<file path="src/sv/mie_pkg.sv">
// shared types and constants for the modular inverse block
`default_nettype none

package mie_pkg;

    localparam int unsigned WORD_BITS_DEF = 31;
    localparam logic [62:0] MODULUS_RESET = 63'd1000000007;

    typedef enum logic [2:0] {
        ST_IDLE,
        ST_CHECK,
        ST_DIV,
        ST_UPDATE,
        ST_FINAL
    } state_t;

    typedef struct packed {
        logic load;
        logic div_start;
        logic div_step;
        logic update;
        logic out_load;
    } cmd_t;

    typedef struct packed {
        logic cur_zero;
        logic out_free;
    } status_t;

endpackage

`default_nettype wire

</file>
<file path="src/sv/mie_ctrl.sv">
// sequencer for the euclid rounds and the shared divider
`default_nettype none

module mie_ctrl
    import mie_pkg::*;
#(
    parameter int unsigned WORD_BITS = WORD_BITS_DEF
) (
    input  wire     aclk,
    input  wire     aresetn,
    input  wire     s_tvalid,
    output logic    s_tready,
    output cmd_t    cmd,
    input  status_t status
);

    localparam int unsigned CNT_W = $clog2(WORD_BITS);
    localparam logic [CNT_W-1:0] CNT_LAST = CNT_W'(WORD_BITS - 1);

    state_t           state_reg, state_next;
    logic [CNT_W-1:0] cnt_reg, cnt_next;

    always_ff @(posedge aclk) begin
        if (!aresetn) begin
            state_reg <= ST_IDLE;
            cnt_reg   <= '0;
        end else begin
            state_reg <= state_next;
            cnt_reg   <= cnt_next;
        end
    end

    always_comb begin
        state_next = state_reg;
        cnt_next   = cnt_reg;
        cmd        = '0;
        s_tready   = 1'b0;
        case (state_reg)
            ST_IDLE: begin
                s_tready = 1'b1;
                if (s_tvalid) begin
                    cmd.load   = 1'b1;
                    state_next = ST_CHECK;
                end
            end
            ST_CHECK: begin
                if (status.cur_zero) begin
                    state_next = ST_FINAL;
                end else begin
                    cmd.div_start = 1'b1;
                    cnt_next      = '0;
                    state_next    = ST_DIV;
                end
            end
            ST_DIV: begin
                cmd.div_step = 1'b1;
                cnt_next     = cnt_reg + 1'b1;
                if (cnt_reg == CNT_LAST) begin
                    state_next = ST_UPDATE;
                end
            end
            ST_UPDATE: begin
                cmd.update = 1'b1;
                state_next = ST_CHECK;
            end
            ST_FINAL: begin
                if (status.out_free) begin
                    cmd.out_load = 1'b1;
                    state_next   = ST_IDLE;
                end
            end
            default: begin
                state_next = ST_IDLE;
            end
        endcase
    end

endmodule

`default_nettype wire

</file>
<file path="src/sv/mie_dp.sv">
// euclid datapath: remainders, coefficients, radix-2 divider and result register
`default_nettype none

module mie_dp
    import mie_pkg::*;
#(
    parameter int unsigned WORD_BITS = WORD_BITS_DEF
) (
    input  wire                  aclk,
    input  wire                  aresetn,
    input  wire [WORD_BITS-1:0]  value,
    input  wire [WORD_BITS-1:0]  modulus,
    input  cmd_t                 cmd,
    output status_t              status,
    input  wire                  m_tready,
    output logic                 m_tvalid,
    output logic [WORD_BITS-1:0] inverse,
    output logic [WORD_BITS-1:0] common_divisor
);

    // coefficients stay within about twice the modulus in magnitude
    localparam int unsigned S_W = WORD_BITS + 2;

    logic [WORD_BITS-1:0]  m_reg;
    logic [WORD_BITS-1:0]  prev_r_reg, cur_r_reg;
    logic [WORD_BITS-1:0]  rem_reg, dvd_reg;
    logic signed [S_W-1:0] prev_s_reg, cur_s_reg, t_reg;
    logic [WORD_BITS-1:0]  inv_reg, gcd_reg;
    logic                  valid_reg;

    logic [WORD_BITS:0]    rem_shift, rem_diff;
    logic                  qbit;
    logic [WORD_BITS-1:0]  rem_step;
    logic signed [S_W-1:0] t_step;
    logic signed [S_W-1:0] m_ext, s_add, s_sub;
    logic [WORD_BITS-1:0]  inv_val;

    // one quotient bit per step, msb first; t accumulates q * cur_s by horner
    always_comb begin
        rem_shift = {rem_reg, dvd_reg[WORD_BITS-1]};
        rem_diff  = rem_shift - {1'b0, cur_r_reg};
        qbit      = ~rem_diff[WORD_BITS];
        rem_step  = qbit ? rem_diff[WORD_BITS-1:0] : rem_shift[WORD_BITS-1:0];
        t_step    = (t_reg <<< 1) + (qbit ? cur_s_reg : {S_W{1'b0}});
    end

    // bring the final coefficient into [0, m)
    always_comb begin
        m_ext = $signed({2'b00, m_reg});
        s_add = prev_s_reg + m_ext;
        s_sub = prev_s_reg - m_ext;
        if (m_reg == '0) begin
            inv_val = '0;
        end else if (prev_s_reg < 0) begin
            inv_val = s_add[WORD_BITS-1:0];
        end else if (prev_s_reg >= m_ext) begin
            inv_val = s_sub[WORD_BITS-1:0];
        end else begin
            inv_val = prev_s_reg[WORD_BITS-1:0];
        end
    end

    always_ff @(posedge aclk) begin
        if (cmd.load) begin
            m_reg      <= modulus;
            prev_r_reg <= value;
            cur_r_reg  <= modulus;
            prev_s_reg <= S_W'(1);
            cur_s_reg  <= '0;
        end
        if (cmd.div_start) begin
            rem_reg <= '0;
            dvd_reg <= prev_r_reg;
            t_reg   <= '0;
        end
        if (cmd.div_step) begin
            rem_reg <= rem_step;
            dvd_reg <= {dvd_reg[WORD_BITS-2:0], 1'b0};
            t_reg   <= t_step;
        end
        if (cmd.update) begin
            prev_r_reg <= cur_r_reg;
            cur_r_reg  <= rem_reg;
            prev_s_reg <= cur_s_reg;
            cur_s_reg  <= prev_s_reg - t_reg;
        end
        if (cmd.out_load) begin
            inv_reg <= inv_val;
            gcd_reg <= prev_r_reg;
        end
    end

    always_ff @(posedge aclk) begin
        if (!aresetn) begin
            valid_reg <= 1'b0;
        end else if (cmd.out_load) begin
            valid_reg <= 1'b1;
        end else if (m_tready) begin
            valid_reg <= 1'b0;
        end
    end

    assign status.cur_zero = (cur_r_reg == '0);
    assign status.out_free = ~valid_reg | m_tready;
    assign m_tvalid        = valid_reg;
    assign inverse         = inv_reg;
    assign common_divisor  = gcd_reg;

endmodule

`default_nettype wire

</file>
<file path="src/sv/modular_inverse_ext_euclid.sv">
// top level of the modular inverse block (extended euclid)
// Computes the inverse of value modulo the configured modulus with the
// extended euclidean algorithm and returns it with gcd(value, modulus); the
// inverse is meaningful only when that gcd is 1, a value of zero gives an
// inverse of 0 and a gcd equal to the modulus, a modulus of zero gives an
// inverse of 0 and a gcd equal to the value. One item is worked on at a time.
// Each euclid round is one check, WORD_BITS steps of the shared radix-2
// divider and one update; an item takes as many rounds as euclid needs
// (up to about 45 at 31 bits) from transfer in to result ready. A finished
// result sits in an output register, so the next item is taken while it
// waits for its transfer. The user must write the modulus over the cfg
// channel only while the block is idle; the block does not enforce this.
// Reset loads 1e9+7.
`default_nettype none

module modular_inverse_ext_euclid
    import mie_pkg::*;
#(
    parameter int unsigned WORD_BITS = WORD_BITS_DEF,
    localparam int unsigned IN_W  = ((WORD_BITS + 7) / 8) * 8,
    localparam int unsigned OUT_W = ((2 * WORD_BITS + 7) / 8) * 8
) (
    input  wire                  aclk,
    input  wire                  aresetn,
    // input item
    input  wire                  s_tvalid,
    output logic                 s_tready,
    input  wire [IN_W-1:0]       s_tdata,   // value, zero pad
    // result item
    output logic                 m_tvalid,
    input  wire                  m_tready,
    output logic [OUT_W-1:0]     m_tdata,   // inverse, common_divisor, zero pad
    // modulus register write
    input  wire                  cfg_valid,
    output logic                 cfg_ready,
    input  wire [WORD_BITS-1:0]  cfg_data   // modulus
);

    logic [WORD_BITS-1:0] modulus_reg;
    logic [WORD_BITS-1:0] inverse, common_divisor;
    cmd_t                 cmd;
    status_t              status;

    // modulus register, always ready for a transfer
    assign cfg_ready = 1'b1;

    always_ff @(posedge aclk) begin
        if (!aresetn) begin
            modulus_reg <= MODULUS_RESET[WORD_BITS-1:0];
        end else if (cfg_valid) begin
            modulus_reg <= cfg_data;
        end
    end

    // state machine: load, check for zero remainder, divide, update, finish
    mie_ctrl #(
        .WORD_BITS (WORD_BITS)
    ) u_ctrl (
        .aclk     (aclk),
        .aresetn  (aresetn),
        .s_tvalid (s_tvalid),
        .s_tready (s_tready),
        .cmd      (cmd),
        .status   (status)
    );

    // remainder and coefficient registers, divider, output register
    mie_dp #(
        .WORD_BITS (WORD_BITS)
    ) u_dp (
        .aclk           (aclk),
        .aresetn        (aresetn),
        .value          (s_tdata[WORD_BITS-1:0]),
        .modulus        (modulus_reg),
        .cmd            (cmd),
        .status         (status),
        .m_tready       (m_tready),
        .m_tvalid       (m_tvalid),
        .inverse        (inverse),
        .common_divisor (common_divisor)
    );

    // inverse in the low bits, gcd above it, zeros up to the byte boundary
    assign m_tdata = OUT_W'({common_divisor, inverse});

endmodule

`default_nettype wire

</file>
<file path="config.mk">
export PLATFORM = sky130hd
export DESIGN_NAME = modular_inverse_ext_euclid
export DESIGN_NICKNAME = d
export VERILOG_FILES = /design/src/sv/mie_pkg.sv /design/src/sv/mie_ctrl.sv /design/src/sv/mie_dp.sv /design/src/sv/modular_inverse_ext_euclid.sv
export SDC_FILE = /design/constraint.sdc
export NUM_CORES = 1
export LEC_CHECK = 0
export BUFFER_PORTS_ARGS = -buffer_cell sky130_fd_sc_hd__buf_2
export CORE_ASPECT_RATIO = 0.8
export CORE_MARGIN = 1
export CORE_UTILIZATION = 55
export DETAILED_ROUTE_END_ITERATION = 6
export GPL_TIMING_DRIVEN = 0
export PLACE_DENSITY = 0.73
export SLEW_MARGIN = 5
export SYNTH_ARGS = -nofsm -noshare
export SYNTH_HDL_FRONTEND = slang
export SYNTH_SLANG_ARGS = --single-unit
</file>
<file path="constraint.sdc">
create_clock -name aclk -period 6.7 [get_ports aclk]
set_input_delay 0.335 -clock aclk [delete_from_list [all_inputs] [get_ports aclk]]
set_output_delay 0.335 -clock aclk [all_outputs]
set_load 0.005 [all_outputs]
</file>
Yosys cells after proc, flatten, opt, wreduce, memory -nomap -nowiden
Index checks and enable logic that the tools add are counted.
{"block": "classes", "addsub": 6, "order_cmp": 2, "n_eq_ne": 9, "mux": 36, "bitwise": 2, "reduce_logical": 9}
{"operator": "2-to-1 mux 31 bit", "count": 11}
{"operator": "2-to-1 mux 33 bit", "count": 7}
{"operator": "logical NOT 31 bit", "count": 2}
{"operator": "adder 33 bit", "count": 1}
{"operator": "greater-or-equal comparator 33 x 32 -> 1 bit", "count": 1}
{"operator": "< comparator 33 x 1 -> 1 bit, second input constant", "count": 1}
{"operator": "subtractor 33 bit", "count": 1}
{"operator": "subtractor 32 x 31 -> 32 bit", "count": 1}
{"operator": "adder 31 bit", "count": 1}
{"operator": "subtractor 31 bit", "count": 1}
{"operator": "case mux 3 bit (5 select lines)", "count": 1}
{"operator": "2-to-1 mux 3 bit", "count": 4}
{"operator": "2-to-1 mux 1 bit", "count": 11}
{"operator": "case mux 5 bit (2 select lines)", "count": 1}
{"operator": "nonzero test 2 bit", "count": 4}
{"operator": "== test 3 x 2 -> 1 bit, second input constant", "count": 2}
{"operator": "inequality test 2 bit, second input constant", "count": 3}
{"operator": "adder 5 x 1 -> 5 bit, second input constant", "count": 1}
{"operator": "== test 5 bit, second input constant", "count": 1}
{"operator": "2-to-1 mux 5 bit", "count": 1}
{"operator": "== test 3 x 1 -> 1 bit, second input constant", "count": 1}
{"operator": "== test 3 bit, second input constant", "count": 1}
{"operator": "logical NOT 3 bit", "count": 1}
{"operator": "AND reduction 3 bit", "count": 1}
{"operator": "4 further kinds", "count": 4}
{"block": "word_totals", "register_bits": 356, "in_bits": 68, "out_inout_bits": 67, "elab_cells": 79}

Logic depth before layout (Yosys ltp)
Gate-level depths: netlist of run 1.
{"block": "logic_depth", "depth_word": 5, "mapped_depth": 24, "depth_no_buf": 21}

Modules after synthesis
Synthesis of run 1 repeated with hierarchy kept, for this count alone.
{"block": "hier_totals", "hier_cells": 2098, "hier_area_um2": 22295.1}
{"module": "mie_dp", "instances": 1, "cells_each": 1939, "area_per_inst_um2": 20646.1, "seq_area_each_um2": 9499.1}
{"module": "modular_inverse_ext_euclid", "instances": 1, "cells_each": 105, "area_per_inst_um2": 1188.6, "seq_area_each_um2": 620.6}
{"module": "mie_ctrl", "instances": 1, "cells_each": 54, "area_per_inst_um2": 460.4, "seq_area_each_um2": 160.2}

Least setup slack after synthesis of run 1
Ideal clock, no wire load.
{"block": "synth_timing", "path_kind": "reg-to-reg", "start": "reg u_dp.rem_reg[7]", "end": "reg u_dp.t_reg[29] (data pin)", "setup_time_ns": 0.255, "t_arrival_ns": 4.897, "required_ns": 6.445, "path_slack_ns": 1.548, "path_stages_with_launch": 24, "path_buffers": 3, "synth_period_minus_slack_ns": 5.152, "cell_sequence": "edfxtp_1 -> ha_1 -> buf_2 -> and3_1 -> nand3_1 -> or2_0 -> o22a_1 -> a211o_1 -> nand3_1 -> nand3_2 -> buf_6 -> buf_6 -> and2_1 -> ha_1 -> fa_1 -> a211oi_2 -> o211ai_1 -> a41oi_2 -> o31ai_1 -> o41a_1 -> a31oi_1 -> o31ai_1 -> nand2b_1 -> and3_1"}
{"block": "synth_between", "elab_chain_len": 4}
{"item": "start, declared", "line": "mie_dp.sv:26", "rtl": "logic [WORD_BITS-1:0] rem_reg, dvd_reg;"}
{"item": "start signal, assigned", "line": "mie_dp.sv:77", "rtl": "rem_reg <= rem_step;"}
{"item": "subtractor 32 x 31 -> 32 bit", "line": "mie_dp.sv:41", "rtl": "rem_diff = rem_shift - {1'b0, cur_r_reg};"}
{"item": "2-to-1 mux 33 bit", "line": "mie_dp.sv:44", "rtl": "t_step = (t_reg <<< 1) + (qbit ? cur_s_reg : {S_W{1'b0}});"}
{"item": "adder 33 bit", "line": "mie_dp.sv:44"}
{"item": "2-to-1 mux 33 bit", "line": "mie_dp.sv:76", "rtl": "if (cmd.div_step) begin"}
{"item": "end signal, assigned", "line": "mie_dp.sv:79", "rtl": "t_reg <= t_step;"}
{"item": "end, declared", "line": "mie_dp.sv:27", "rtl": "logic signed [S_W-1:0] prev_s_reg, cur_s_reg, t_reg;"}
No other way between the ends.
A chain may end at the register's enable or synchronous reset.

Final worst setup path of run 1
{"block": "layout_timing", "start": "reg u_dp.rem_reg[2]", "end": "reg u_dp.t_reg[29] (data pin)"}
Same word-level chain as after synthesis.

==> results_dict.tcl, run 1 <==
set metrics [dict create \
    run_status "finished clean" \
    synth_seq_area_share_pct 45.02 \
    area_delta_synth_final_pct 12.13 \
    nets 2727 \
    synth_edf_count 315 \
    grt_pass1_wl_mm 104.2 \
    dieArea_um2 42340 \
    postCtsSetupRepairBufs 0 \
    via_per_inst 6.291 \
    fp.coreArea_um2 40790 \
    worst_path_max_delay_cell "or4_1" \
    setup_slack_ps 405.9 \
    fillers 3334 \
    path_class "flop to flop" \
    finalSetupViolCount 0 \
    max_freq_mhz 158.9 \
    hold_violations 0 \
    firstDrtPassIters 6 \
    maxCapViolCount 0 \
    multi_input_area_um2 11500 \
    dp_hpwl_mm 53.60 \
    io_pins 135 \
    cts.path.max_buffers 3 \
    cp_num_buf_inv 2 \
    grtUsageMet1_pct 49.07 \
    seq_area_um2 10280 \
    worstSkewPairLatency_ps 570 \
    clockRootBuffer "clkbuf_16" \
    avgSynthCellArea_um2 9.851 \
    wirelength_mm 69.97 \
    critical_path.max_fanout 10 \
    drtIter0Drc 2233 \
    grt-busiest-layer "met1" \
    hold_buffers 6 \
    pre_cts_ws_ps 535.6 \
    synth-seq-cells 356 \
    worstPathRequired_ps 7000 \
    async_reset_ff_share_pct 0 \
    final_cells 3071 \
    drc 0 \
    relSlewSlack_pct 23.86 \
    gp_congestion 0.9817 \
    grt_pass1_vias 17640 \
    p_per_area_nw_per_um2 270.3 \
    syn-instance-count 2318 \
    gr-usage-met3_pct 5.817 \
    drive_gt1_share_pct 10.68 \
    grt_use_met2_pct 46.78 \
    yosys_warnings 0 \
    htreeDepth 2 \
    clock_sinks 356 \
    worstMarginPinSlew_ps 1138 \
    cp-end-kind "flop" \
    cts_buffers 38 \
    cp-start-kind "flop" \
    skew_ps 27.91 \
    cp_cell_sequence "ha_1 > or4_1 > o22ai_2 > o22a_1 > a211o_1 > a21o_1 > nand3_2 > buf_6 > buf_6 > and2_1 > ha_1 > fa_1 > a211oi_2 > o211ai_1 > a41oi_2 > o31ai_1 > o41a_1 > a31oi_1 > o31ai_1 > nand2b_1 > and3_1" \
    cpPeakStageDelay_ps 570 \
    synth_flop_cell "edfxtp_1" \
    rsz0062_at_grt "no" \
    track_usage_pct 32.43 \
    antenna_cells 0 \
    period_needed_ps 6294 \
    core.rowCount 66 \
    cts_tree "built" \
    start_util_pct 55.98 \
    synth_cell_types 103 \
    grt_start_max_net_pins 63 \
    vias 19320 \
    final_max_slew_viol_count 0 \
    arrival_ps 6600 \
    io_buffers 129 \
    finalSetupTns_ps 0 \
    final.period_utilization_pct 93.94 \
    synthesis.area_um2 22840 \
    postRouteAntennaNets 0 \
    die_h_um 184.3 \
    wl_per_cell_um 22.79 \
    peakVddDrop_mv 0.1593 \
    p_leak_nw 10.76 \
    hold_path_class "primary input to flop" \
    worst_hold_slack_ps 10.58 \
    die_x_um 229.8 \
    dpl.cell_count 2995 \
    cts.reportedPaths.clkPinSlew_ps 60 \
    antenna_found_initial 0 \
    cts_resized 0 \
    grt-ovfl-total 0 \
    crit_family "compound AO/OA/AOI/OAI gates" \
]
## cells in the final DEF (no fill, tap or decap), drive strengths merged, types with 11 or more instances in the layout
| master | instances |
|---|---|
| edfxtp | 315 |
| nand2 | 238 |
| nor2 | 189 |
| buf | 173 |
| inv | 161 |
| ha | 157 |
| a21oi | 146 |
| clkbuf | 112 |
| o21ai | 111 |
| xnor2 | 68 |
| a21o | 57 |
| mux2i | 57 |
| nor3 | 52 |
| and3 | 52 |
| and2 | 47 |
| dfxtp | 41 |
| nand3 | 41 |
| xor2 | 35 |
| a211oi | 35 |
| o21a | 34 |
| nor2b | 33 |
| a22o | 30 |
| a31oi | 25 |
| nor4 | 24 |
| nand4 | 20 |
| nand2b | 20 |
| o21bai | 19 |
| o211ai | 19 |
| nor3b | 16 |
| or3 | 13 |
| o31ai | 12 |
| a311oi | 11 |
| a21boi | 11 |
| clkinv | 11 |
## cells by family after synthesis
group,count (synthesis),share of synthesized area [%]
simple gates,778,16.72
compound gates,596,17.82
flops,356,45.02
buf+inv,261,4.707
fa+ha+maj,162,9.041
xor+xnor,104,4.049
mux,59,2.614
other cells,2,0.03289
## synth_stat cells (6+ instances only)
master / instances / area share [%]
inv_1: 152 / 2.5
o21ai_1: 15 / 0.33
a211oi_1: 33 / 1.1
nor4_1: 23 / 0.63
o21ai_0: 96 / 2.1
edfxtp_1: 315 / 41
or3_1: 13 / 0.36
a22o_1: 30 / 1.2
buf_1: 10 / 0.16
o211ai_1: 17 / 0.56
a21o_1: 57 / 1.9
o311a_1: 6 / 0.26
mux2i_1: 57 / 2.5
buf_2: 20 / 0.44
dfxtp_1: 41 / 3.6
nand3_1: 40 / 0.88
buf_6: 7 / 0.35
o21a_1: 34 / 1.1
o31a_1: 6 / 0.23
a311oi_1: 11 / 0.42
nand2b_1: 19 / 0.52
and3_1: 50 / 1.4
xor2_1: 35 / 1.3
a21boi_0: 7 / 0.23
a22oi_1: 8 / 0.26
nor2b_1: 32 / 0.88
or2_2: 6 / 0.16
a221oi_1: 7 / 0.27
nand2_1: 238 / 3.9
nor3_1: 51 / 1.1
nand4_1: 20 / 0.55
nor3b_1: 15 / 0.49
xnor2_1: 68 / 2.6
ha_1: 157 / 8.6
o21bai_1: 19 / 0.62
a31oi_1: 24 / 0.66
o31ai_1: 11 / 0.36
nand3b_1: 6 / 0.20
nor2_1: 186 / 3.1
and2_1: 47 / 1.3
clkbuf_1: 62 / 1.0
a21oi_1: 146 / 3.2
## layout make-up
class / count / area share (%)
clock inverter: 20 / 0.9724
clock buffer: 50 / 4.046
timing repair buffer: 138 / 3.079
multi-input combinational: 1702 / 44.90
buffer: 103 / 1.872
tap: 544 / 2.658
inverter: 158 / 2.326
sequential: 356 / 40.15
## report_power, final
group	internal [mW]	switching (mW)
registers	2.63	0.149
clock network	1.29	0.908
logic	0.752	1.19
## worst min-delay path: stages
cell and delay (ps):
buf_2 80, mux2i_1 60, nand2_1 60
## through the flow
stage,utilization (%),power [mW],area [µm²]
floorplan,-,4.158,22840
global placement,59.24,4.641,24170
detailed placement,59.47,4.694,24260
CTS,62.76,6.880,25600
global route,62.77,7.198,25600
finish,62.77,6.922,25600
## final timing paths
check / from / to / slack, ps / depth (start not counted)
max: u_dp.rem_reg[2] / u_dp.t_reg[29] / 410 / 21
max reg2reg: u_dp.rem_reg[2] / u_dp.t_reg[29] / 410 / 21
min reg2reg: u_dp.prev_r_reg[8] / u_dp.common_divisor[8] / 460 / 0
min: cfg_data[15] / modulus_reg[15] / 10 / 3
## per-layer routing
layer | part of all wire, % | vias up
li1 | - | 8856
met1 | 44 | 9321
met2 | 42 | 1021
met3 | 11 | 122
met4 | 2.9 | 0
met5 | 0 | -
Note: power is estimated with default switching activity, not from simulation.
==> inputs of run 2 (changes only) <==
BUFFER_PORTS_ARGS = unset   (was -buffer_cell sky130_fd_sc_hd__buf_2)
DONT_BUFFER_PORTS = 1   (was unset)
PLACE_DENSITY = 0.7   (was 0.73)
==> results_dict.tcl, run 2 (synthesis results as in run 1) <==
set metrics [dict create \
    run_status "finished clean" \
    dieArea_um2 42340 \
    final_area_um2 25250 \
    max_freq_mhz 155.2 \
    period_needed_ps 6444 \
    cts_buffers 38 \
    worstPathRequired_ps 7020 \
    die_h_um 184.3 \
    grt_pass1_wl_mm 108.0 \
    grt_pass1_vias 17650 \
    peakVddDrop_mv 0.2114 \
    io_buffers 0 \
    die_x_um 229.8 \
    cpPeakStageDelay_ps 510 \
    clockRootBuffer "clkbuf_16" \
    io_pins 135 \
    final.period_utilization_pct 96.18 \
    clock_sinks 356 \
    cp_cell_sequence "ha_1 > and3_2 > nand3_1 > or2_0 > o22a_1 > a211o_1 > nand3_1 > nand3_2 > buf_6 > buf_6 > and2_1 > ha_1 > fa_1 > a211oi_2 > o211ai_1 > a41oi_2 > o31ai_1 > o41a_1 > a31oi_2 > o31ai_1 > nand2b_1 > and3_1" \
    fp.coreArea_um2 40790 \
    area_delta_synth_final_pct 10.56 \
    hold_violations 0 \
    layout_common_cells "315 x edfxtp_1, 238 x nand2_1, 186 x nor2_1" \
    rsz0062_at_grt "no" \
    nets 2629 \
    finalSetupTns_ps 0 \
    firstDrtPassIters 6 \
    track_usage_pct 34.01 \
    final_max_slew_viol_count 0 \
    postRouteAntennaNets 0 \
    pre_cts_ws_ps 394.9 \
    cp-start-kind "flop" \
    core.rowCount 66 \
    power_frac_comb_pct 28.3 \
    finalSetupViolCount 0 \
    power_frac_seq_pct 40.2 \
    critical_path.max_fanout 10 \
    dpl.cell_count 2866 \
    grt_start_max_net_pins 63 \
    grt-ovfl-total 0 \
    wl_per_cell_um 24.63 \
    skew_ps 20.63 \
    relSlewSlack_pct 16.93 \
    worstMarginPinSlew_ps 1246 \
    cts.reportedPaths.clkPinSlew_ps 60 \
    final_common_cell "edfxtp_1" \
    p_per_area_nw_per_um2 273.7 \
    maxCapViolCount 0 \
    placed_area_um2 23610 \
    clkPwrFrac_pct 31.5 \
    p_sw_mw 2.314 \
    drive_gt1_share_pct 5.727 \
    start_util_pct 55.98 \
    gp_congestion 0.9912 \
    switching_share_pct 33.50 \
    final_cells 2972 \
    htreeDepth 2 \
    p_leak_nw 10.36 \
    cts_tree "built" \
    via_per_inst 6.371 \
    antenna_found_initial 1 \
    cts.path.max_buffers 3 \
    cp-end-kind "flop" \
    dp_hpwl_mm 55.31 \
    path_class "flop to flop" \
    worst_hold_slack_ps 33.62 \
    vias 18940 \
    p_int_mw 4.595 \
    setup_slack_ps 255.9 \
    worstSkewPairLatency_ps 580 \
    drc 0 \
    arrival_ps 6770 \
    worst_path_max_delay_cell "edfxtp_1" \
    wirelength_mm 73.20 \
    hold_path_class "primary input to flop" \
    drtIter0Drc 2188 \
]
==> run 2: cell count changes in the layout (fill, tap and decap cells not counted), sizes merged, moves of 2 or more <==
| cell | change |
|---|---|
| buf | -129 |
| bufinv | -3 |
| clkbuf | +3 |
| clkinv | -6 |
| clkinvlp | +2 |
| dlygate4sd3 | +31 |
| inv | +2 |
==> run 2: layout make-up <==
type / count / area, µm²
diodes: 1 / 2.502
plain buffers: 103 / 479.2
clock buffers: 53 / 1069
clock inverters: 15 / 186.4
fillers: 3452 / 15550
inverters: 158 / 595.6
multi-input cells: 1702 / 11500
flip-flops and latches: 356 / 10280
well taps: 544 / 680.7
repair buffers: 40 / 452.9
==> run 2: final timing paths <==
kind / start / end / slack [ps] / cells past startpoint
min: s_tdata[22] / u_dp.prev_r_reg[22] / 30 / 2
min reg2reg: u_dp.prev_r_reg[8] / u_dp.common_divisor[8] / 450 / 0
max: u_dp.rem_reg[14] / u_dp.t_reg[29] / 260 / 22
max reg2reg: u_dp.rem_reg[14] / u_dp.t_reg[29] / 260 / 22
==> run 2: repair_timing <==
action                     CTS  global route
hold endpoints to repair    38             0
setup buffers                0             0
setup endpoints to repair    0             3
hold buffers                37             0
resized for setup            0             1
==> run 2: routing by layer <==
metal	routed length (µm)	vias up	share of wire [%]	global-route usage (%)
met5	0	-	0	0
met4	1988	0	2.7	9.854
met3	7594	129	10	5.987
met2	30140	993	41	48.62
met1	33480	9163	46	52.16
li1	-	8651	-	-
==> run 2: power by group through the flow <==
stage / logic [mW] / clock network, mW / registers [mW]
2_1_floorplan: 1.41 / 0 / 2.74
4_1_cts: 1.91 / 2.19 / 2.77
5_1_grt: 2.13 / 2.26 / 2.79
3_3_place_gp: 1.82 / 0 / 2.82
6_report: 1.95 / 2.18 / 2.78
3_5_place_dp: 1.87 / 0 / 2.81
==> run 2: critical path: cells and delay by family (launching register included) <==
kind | cells | cell delay (ps)
AO/OA/AOI/OAI | 9 | 2640
adder cells (fa/ha/maj) | 3 | 1140
buffers and inverters | 2 | 380
flip-flops | 1 | 510
AND/OR/NAND/NOR | 8 | 1520
==> run 2: through the flow <==
step                      total power, mW  util (%)
after floorplan                     4.158         -
after global placement              4.645     57.66
after detailed placement            4.688     57.88
after CTS                           6.868     61.87
after global routing                7.176     61.89
final                               6.909     61.89
